## src/hw/rtl/knc_pkg.sv

```systemverilog
// ----------------------------------------------------------------------------
// knc_pkg
// Types and constants shared by the core distance selector modules.
// ----------------------------------------------------------------------------
package knc_pkg;

  localparam int DIST_W  = 32;
  localparam int POINT_W = 14;
  localparam int RANK_W  = 5;

  localparam logic [RANK_W-1:0] MIN_PTS_RESET = 5'd5;
  localparam logic [DIST_W-1:0] INF_DIST      = '1;

  // one entry of a distance matrix row
  typedef struct packed {
    logic [DIST_W-1:0]  dist_value;
    logic [POINT_W-1:0] point_row;
    logic [POINT_W-1:0] point_column;
    logic               row_end;
  } dist_in_t;

  // one core distance result
  typedef struct packed {
    logic [DIST_W-1:0]  core_distance;
    logic [POINT_W-1:0] core_row;
  } core_out_t;

  // command from the input stage to the sorted list
  typedef struct packed {
    logic update;
    logic merge;
    logic clear;
  } list_cmd_t;

endpackage

```

## src/hw/rtl/knc_sorted_list.sv

```systemverilog
// ----------------------------------------------------------------------------
// knc_sorted_list
// Ascending list of the smallest distances of the current row, with a
// parallel compare-and-insert and rank selection.
// ----------------------------------------------------------------------------
module knc_sorted_list #(
  parameter int MAX_K = 16,
  parameter int IDX_W = 4
) (
  input  logic                      clk,
  input  logic                      rst_n,
  input  knc_pkg::list_cmd_t        cmd,
  input  logic [knc_pkg::DIST_W-1:0] new_dist,
  input  logic [IDX_W-1:0]          rank_idx,
  output logic [knc_pkg::DIST_W-1:0] sel_dist
);

  logic [knc_pkg::DIST_W-1:0] list_r   [MAX_K];
  logic [knc_pkg::DIST_W-1:0] list_nxt [MAX_K];
  logic [knc_pkg::DIST_W-1:0] merged   [MAX_K];
  logic [MAX_K-1:0]           above;

  // slots holding a larger value move down by one, the first of them takes new_dist
  always_comb begin
    for (int i = 0; i < MAX_K; i++) begin
      above[i] = cmd.merge && (list_r[i] > new_dist);
    end
    for (int i = 0; i < MAX_K; i++) begin
      if (!above[i]) begin
        merged[i] = list_r[i];
      end else if (i == 0) begin
        merged[i] = new_dist;
      end else if (!above[(i > 0) ? i - 1 : 0]) begin
        merged[i] = new_dist;
      end else begin
        merged[i] = list_r[(i > 0) ? i - 1 : 0];
      end
    end
  end

  assign sel_dist = merged[rank_idx];

  always_comb begin
    for (int i = 0; i < MAX_K; i++) begin
      if (!cmd.update) begin
        list_nxt[i] = list_r[i];
      end else if (cmd.clear) begin
        list_nxt[i] = knc_pkg::INF_DIST;
      end else begin
        list_nxt[i] = merged[i];
      end
    end
  end

  always_ff @(posedge clk) begin
    if (!rst_n) begin
      for (int i = 0; i < MAX_K; i++) begin
        list_r[i] <= knc_pkg::INF_DIST;
      end
    end else begin
      for (int i = 0; i < MAX_K; i++) begin
        list_r[i] <= list_nxt[i];
      end
    end
  end

  // end of row leaves an empty list behind
  a_clear_empties: assert property (@(posedge clk) disable iff (!rst_n)
    (cmd.update && cmd.clear) |=> (list_r[0] == knc_pkg::INF_DIST))
    else $error("list not cleared after end of row");

  // list stays in ascending order, checked at its first and last entries
  a_sorted: assert property (@(posedge clk) disable iff (!rst_n)
    list_r[0] <= list_r[MAX_K-1])
    else $error("sorted list out of order");

  // no change at the first or last entry without an update
  a_hold: assert property (@(posedge clk) disable iff (!rst_n)
    !cmd.update |=> $stable(list_r[0]) && $stable(list_r[MAX_K-1]))
    else $error("list changed without an item");

endmodule

```

## src/hw/rtl/knc_out_buf.sv

```systemverilog
// ----------------------------------------------------------------------------
// knc_out_buf
// Two-entry result buffer so the input side keeps moving while a result
// waits on the output.
// ----------------------------------------------------------------------------
module knc_out_buf (
  input  logic               clk,
  input  logic               rst_n,
  input  logic               push,
  input  knc_pkg::core_out_t push_data,
  output logic               push_ready,
  output logic               out_valid,
  input  logic               out_ready,
  output knc_pkg::core_out_t out_item
);

  knc_pkg::core_out_t mem_r [2];
  logic               wr_ptr_r, wr_ptr_nxt;
  logic               rd_ptr_r, rd_ptr_nxt;
  logic [1:0]         count_r, count_nxt;
  logic               do_push, do_pop;

  assign push_ready = (count_r != 2'd2);
  assign out_valid  = (count_r != 2'd0);
  assign out_item   = mem_r[rd_ptr_r];
  assign do_push    = push && push_ready;
  assign do_pop     = out_valid && out_ready;

  always_comb begin
    wr_ptr_nxt = do_push ? ~wr_ptr_r : wr_ptr_r;
    rd_ptr_nxt = do_pop ? ~rd_ptr_r : rd_ptr_r;
    count_nxt  = count_r;
    if (do_push && !do_pop) begin
      count_nxt = count_r + 2'd1;
    end else if (do_pop && !do_push) begin
      count_nxt = count_r - 2'd1;
    end
  end

  always_ff @(posedge clk) begin
    if (!rst_n) begin
      wr_ptr_r <= 1'b0;
      rd_ptr_r <= 1'b0;
      count_r  <= 2'd0;
    end else begin
      wr_ptr_r <= wr_ptr_nxt;
      rd_ptr_r <= rd_ptr_nxt;
      count_r  <= count_nxt;
    end
  end

  always_ff @(posedge clk) begin
    if (do_push) begin
      mem_r[wr_ptr_r] <= push_data;
    end
  end

  a_count_range: assert property (@(posedge clk) disable iff (!rst_n)
    count_r != 2'd3)
    else $error("result buffer count out of range");

  a_ptr_match: assert property (@(posedge clk) disable iff (!rst_n)
    ((count_r == 2'd0) || (count_r == 2'd2)) |-> (wr_ptr_r == rd_ptr_r))
    else $error("result buffer pointers disagree with count");

  // a waiting result holds its payload
  a_out_hold: assert property (@(posedge clk) disable iff (!rst_n)
    (out_valid && !out_ready) |=> (out_valid && $stable(out_item)))
    else $error("waiting result changed");

endmodule

```

## src/hw/rtl/kth_nearest_core_distance_core.sv

```systemverilog
// ----------------------------------------------------------------------------
// kth_nearest_core_distance_core
// Core distance selector: min_pts-th smallest non-self distance per row.
// ----------------------------------------------------------------------------
// Streams one row of a distance matrix and returns, at the item flagged
// row_end, the min_pts-th smallest distance whose column differs from the row
// (all-ones when the row has too few). Takes one item per clock cycle; a
// result passes the input stage register and the result buffer before it
// leaves the output. The rate is set by the sorted list of MAX_K entries,
// which compares the new distance against every entry in parallel and
// inserts it. Results queue in a two-entry buffer, so the input only
// stalls when an end of row meets a full buffer. min_pts is clamped to
// 1..MAX_K and may only be written while no item is in flight.
// ----------------------------------------------------------------------------
module kth_nearest_core_distance_core #(
  parameter int MAX_K = 16
) (
  input  logic                        clk,
  input  logic                        rst_n,
  input  logic                        in_valid,
  output logic                        in_ready,
  input  knc_pkg::dist_in_t           in_item,
  output logic                        out_valid,
  input  logic                        out_ready,
  output knc_pkg::core_out_t          out_item,
  input  logic                        cfg_wr_en,
  input  logic [knc_pkg::RANK_W-1:0]  cfg_wr_data
);

  localparam int IDX_W  = (MAX_K > 1) ? $clog2(MAX_K) : 1;
  localparam int RANK_X = 7;

  logic [knc_pkg::RANK_W-1:0] min_pts_r;
  logic                       s1_valid_r, s1_valid_nxt;
  knc_pkg::dist_in_t          s1_item_r;
  logic                       s1_fire;
  logic                       buf_ready;
  logic                       in_take;
  logic [RANK_X-1:0]          rank_w;
  logic [IDX_W-1:0]           rank_idx;
  knc_pkg::list_cmd_t         list_cmd;
  logic [knc_pkg::DIST_W-1:0] sel_dist;
  knc_pkg::core_out_t         result;

  always_ff @(posedge clk) begin
    if (!rst_n) begin
      min_pts_r <= knc_pkg::MIN_PTS_RESET;
    end else if (cfg_wr_en) begin
      min_pts_r <= cfg_wr_data;
    end
  end

  // rank clamp: zero reads as one, beyond the list depth saturates
  always_comb begin
    rank_w = {{(RANK_X-knc_pkg::RANK_W){1'b0}}, min_pts_r};
    if (rank_w == '0) begin
      rank_w = RANK_X'(1);
    end else if (rank_w > RANK_X'(MAX_K)) begin
      rank_w = RANK_X'(MAX_K);
    end
    rank_idx = IDX_W'(rank_w - RANK_X'(1));
  end

  // an item without a result never waits on the output
  assign s1_fire  = s1_valid_r && (!s1_item_r.row_end || buf_ready);
  assign in_ready = !s1_valid_r || s1_fire;
  assign in_take  = in_valid && in_ready;

  always_comb begin
    s1_valid_nxt = s1_valid_r;
    if (in_take) begin
      s1_valid_nxt = 1'b1;
    end else if (s1_fire) begin
      s1_valid_nxt = 1'b0;
    end
  end

  always_ff @(posedge clk) begin
    if (!rst_n) begin
      s1_valid_r <= 1'b0;
    end else begin
      s1_valid_r <= s1_valid_nxt;
    end
  end

  always_ff @(posedge clk) begin
    if (in_take) begin
      s1_item_r <= in_item;
    end
  end

  assign list_cmd.update = s1_fire;
  assign list_cmd.merge  = (s1_item_r.point_column != s1_item_r.point_row);
  assign list_cmd.clear  = s1_item_r.row_end;

  knc_sorted_list #(
    .MAX_K (MAX_K),
    .IDX_W (IDX_W)
  ) u_list (
    .clk      (clk),
    .rst_n    (rst_n),
    .cmd      (list_cmd),
    .new_dist (s1_item_r.dist_value),
    .rank_idx (rank_idx),
    .sel_dist (sel_dist)
  );

  assign result.core_distance = sel_dist;
  assign result.core_row      = s1_item_r.point_row;

  knc_out_buf u_out_buf (
    .clk        (clk),
    .rst_n      (rst_n),
    .push       (s1_fire && s1_item_r.row_end),
    .push_data  (result),
    .push_ready (buf_ready),
    .out_valid  (out_valid),
    .out_ready  (out_ready),
    .out_item   (out_item)
  );

  // a held item keeps its payload until it moves on
  a_s1_hold: assert property (@(posedge clk) disable iff (!rst_n)
    (s1_valid_r && !s1_fire) |=> (s1_valid_r && $stable(s1_item_r)))
    else $error("input stage lost a stalled item");

  // an empty input stage always takes the next item
  a_empty_ready: assert property (@(posedge clk) disable iff (!rst_n)
    !s1_valid_r |-> in_ready)
    else $error("input stage empty but not ready");

  // a non-ending item always advances
  a_no_stall: assert property (@(posedge clk) disable iff (!rst_n)
    (s1_valid_r && !s1_item_r.row_end) |-> s1_fire)
    else $error("item without result stalled");

endmodule

```

## config.mk

```make
export PLATFORM = sky130hd
export DESIGN_NAME = kth_nearest_core_distance_core
export DESIGN_NICKNAME = d
export VERILOG_FILES = /design/src/hw/rtl/knc_pkg.sv /design/src/hw/rtl/knc_sorted_list.sv /design/src/hw/rtl/knc_out_buf.sv /design/src/hw/rtl/kth_nearest_core_distance_core.sv
export SDC_FILE = /design/constraint.sdc
export NUM_CORES = 2
export LEC_CHECK = 0
export BUFFER_PORTS_ARGS = -buffer_cell sky130_fd_sc_hd__buf_2
export CAP_MARGIN = 20
export CORE_AREA = 4 4 261 391
export CTS_CLUSTER_SIZE = 30
export DETAILED_ROUTE_END_ITERATION = 12
export DIE_AREA = 0 0 265 395
export PLACE_DENSITY = 0.66
export SETUP_SLACK_MARGIN = 0.5
export SLEW_MARGIN = 25
export SYNTH_ARGS = -nofsm -noshare
export SYNTH_HDL_FRONTEND = slang
export SYNTH_HIERARCHICAL = 1
export SYNTH_SLANG_ARGS = --single-unit
```

## constraint.sdc

```tcl
create_clock -name clk -period 6.48 [get_ports clk]
set_clock_uncertainty 0.2 [all_clocks]
set_input_delay 0.324 -clock clk [delete_from_list [all_inputs] [get_ports clk]]
set_output_delay 0.324 -clock clk [all_outputs]
set_load 0.03 [all_outputs]
```

==> run metrics <==
combinational group share of total power 0.338; initial drt markers 8948; IO Port Bufs 118; asr flop ratio synth 0; die area 105000 sq um; Int Pwr 8.62 mW; Area Overhead vs Synth 13.2%; Overall Global Routing Usage 0.530; Total Wirelength 287000 microns; sequential fraction of the synthesis area 0.307; Rows 141; Max transition margin 0.188; sw frac 0.403; CP Max Fanout 17; synthesized instance count 6206; most frequent cell after synthesis nand2_1; H-tree levels 3; vias per std cell 7.42; Max clock buf depth 3; detailed-route via count 56900; Hold Crit Endpoint s1_item_r[48]$_DFFE_PP_; DP Area 52000 sq um; Crit Path Class reg -> reg; Post-synth EDFFs 153; P per Cell Area 260 nW/um^2; Peak Freq 162 MHz; Mapped Area 49100 sq um; CTS Buf Count 78; die width 265 microns; Sequential Power Share 0.332; Hold Path Stages 2; Yosys warnings 6; count of final hold-check violations 0; Worst R2R End u_out_buf/mem_r[1][42]$_DFFE_PP_; clock share of power 0.330; Routability Congestion 1.13; slowest stage delay, CP 0.80 ns; Top Family by Delay on Critical Path simple AND/OR/NAND/NOR gates; Net Sw Power 5.82 mW; post-route DRC violation count 0; DR WL/cell 37.4 microns; Design Power 14.4 mW; design area 55500 sq um; critical path startpoint category flip-flop; CP Cell Sequence clkinvlp_4, buf_4, ha_1, nand4_1, or4_1, o2111ai_1, a31oi_1, or2_2, and2_1, a22o_1, o41ai_2, o211a_1; R2R Setup Slk 0.32 ns; CTS sink cnt 676; dpl hpwl 213000 microns; TNS Setup 0 ns; Clock Latency Late Sink 0.70 ns; worst-margin pin slew 1.22 ns; first-pass GRT wire length 404000 microns; starting density of the core 0.498; Final Max Tran Viols 0; nets 6882; height of the die 395 microns; Reg clk slew, reported paths 0.07 ns; post-synth top area share 0.213; initial antenna violation count 26; critical path required time 6.75 ns; Hold Path Class in -> reg; period utilization 0.951; Unique masters post-synth 99; Syn Nets 6791; count of TritonRoute iterations in the first routing pass 9; Max Cap Violations 0; area leader, netlist dfxtp_1; syn avg cell area 7.91 sq um; VDD IR max 288 uV; status completed; CTS tree yes; HP Start in_item[48]; crit end category flip-flop; Final Setup Violations 0; core area 98400 sq um; Reg2Reg Depth 12; IO Pins 119; leakage 20.3 nW; CTS root buffer clkbuf_16; WP buf/inv 2; Most used DFF post-synth dfxtp_1; RSZ-0062 raised after global routing no; Post-DRT Antenna Nets 0; top post-synthesis cells by area dfxtp_1, ha_1, edfxtp_1, nand2_1, o21ai_0; Worst EP arrival 6.44 ns; Tmin final 6.16 ns; flops & latches, synth 676; Critical-path top delay cell o41ai_2; GRT overflow 0; Commonest cells post-synth nand2_1, dfxtp_1, ha_1, o21ai_0, a21oi_1; vias in the first global route 53500; WHS 0.130 ns; Reg-to-Reg Start s1_item_r[47]$_DFFE_PP_; share of cells above drive strength 1 0.125; largest net degree at the start of global routing 185
==> cell families after synthesis <==
kind of cell,Yosys count,synth area share
and+or+nand+nor,2352,0.220
DFF,676,0.307
buffers and inverters,561,0.0457
muxes,151,0.0334
adders and majority gates,514,0.131
AOI/OAI and AO/OA,1934,0.260
xor gates and xnor gates,18,0.00321
==> timing repair <==
| item | 4_1_cts | 5_1_grt |
|---|---|---|
| buffers inserted | 0 | 4 |
| setup endpoints to repair | 4 | 54 |
| gates resized for setup | 2 | 13 |
| gates cloned | 0 | 0 |
| hold buffers | 74 | 0 |
| pin swaps | 0 | 2 |
| hold endpoints to repair | 175 | 0 |
==> how the worst max path moves through the flow <==
stage                                 startpoint  slack, ns  cells after the start                               end
2_1_floorplan  u_out_buf/count_r[0]$_SDFFE_PN0P_       1.81                      3             list_cmd[0]$_DFFE_PP_
3_3_place_gp             s1_item_r[54]$_DFFE_PP_       0.15                     15  u_out_buf/mem_r[1][42]$_DFFE_PP_
3_5_place_dp             s1_item_r[54]$_DFFE_PP_       0.50                     15  u_out_buf/mem_r[1][37]$_DFFE_PP_
4_1_cts                  s1_item_r[42]$_DFFE_PP_       0.54                     13  u_out_buf/mem_r[1][42]$_DFFE_PP_
5_1_grt                  s1_item_r[48]$_DFFE_PP_       0.52                     15  u_out_buf/mem_r[1][30]$_DFFE_PP_
6_report                 s1_item_r[47]$_DFFE_PP_       0.32                     12  u_out_buf/mem_r[1][42]$_DFFE_PP_
==> per-stage QoR <==
stage	cells	setup slack, ns	utilization
4_1_cts	7643	0.544	0.562
2_1_floorplan	6206	1.81	-
3_3_place_gp	7423	0.148	0.527
6_report	7664	0.315	0.564
3_5_place_dp	7424	0.499	0.528
5_1_grt	7653	0.521	0.564
==> final cells by class <==
class / instances / area [sq um]
multi-input cells: 4969 / 32000
well taps: 1287 / 1610
repair buffers: 482 / 3780
flip-flops and latches: 676 / 15100
diodes: 15 / 37.5
fillers: 9170 / 42900
clock buffers: 102 / 2120
clock inverters: 43 / 518
inverters: 90 / 363
==> power by group through the flow <==
stage | Sequential (mW) | Combinational [mW] | Clock [mW]
finish | 4.79 | 4.87 | 4.77
global route | 4.79 | 5.01 | 4.96
CTS | 4.77 | 4.56 | 4.76
detailed placement | 4.86 | 4.50 | 0
global placement | 4.86 | 4.46 | 0
floorplan | 4.72 | 2.70 | 0
==> registers in the layout (all words and copies together), names as in the netlist, named ones only <==
signal	cells
min_pts_r	5
u_out_buf/mem_r	92
s1_valid_r	1
u_out_buf/wr_ptr_r	1
list_cmd	1
u_list/list_r	512
u_out_buf/rd_ptr_r	1
result	14
u_out_buf/count_r	2
s1_item_r	46
==> layout by cell type (no fill, tap or decap), drive strengths merged, types with 28 or more instances in the layout <==
cell type,n
nand2,1068
dfxtp,523
ha,514
o21ai,457
buf,408
a21oi,399
nor3,313
nor2,311
nand4,260
o22ai,248
nand3,175
edfxtp,153
a211oi,116
clkbuf,102
mux2,100
a31oi,96
o211ai,79
dlygate4sd3,74
inv,63
clkinv,52
mux2i,51
a32oi,47
o2bb2ai,46
nor4,43
o32ai,42
o2111ai,38
a21boi,35
a221oi,33
or3,33
a31o,32
or2,28
and2,28
==> metal layers <==
layer  GRT usage  share of wire  vias up  wire, microns
li1            -              -    23800              -
met1       0.548           0.31    26700          90300
met2       0.799           0.43     4656         122000
met3       0.197           0.12     1683          34800
met4       0.549           0.14       10          39600
met5      0.0140        0.00068        -            194
Note: power is estimated with default switching activity, not from simulation.
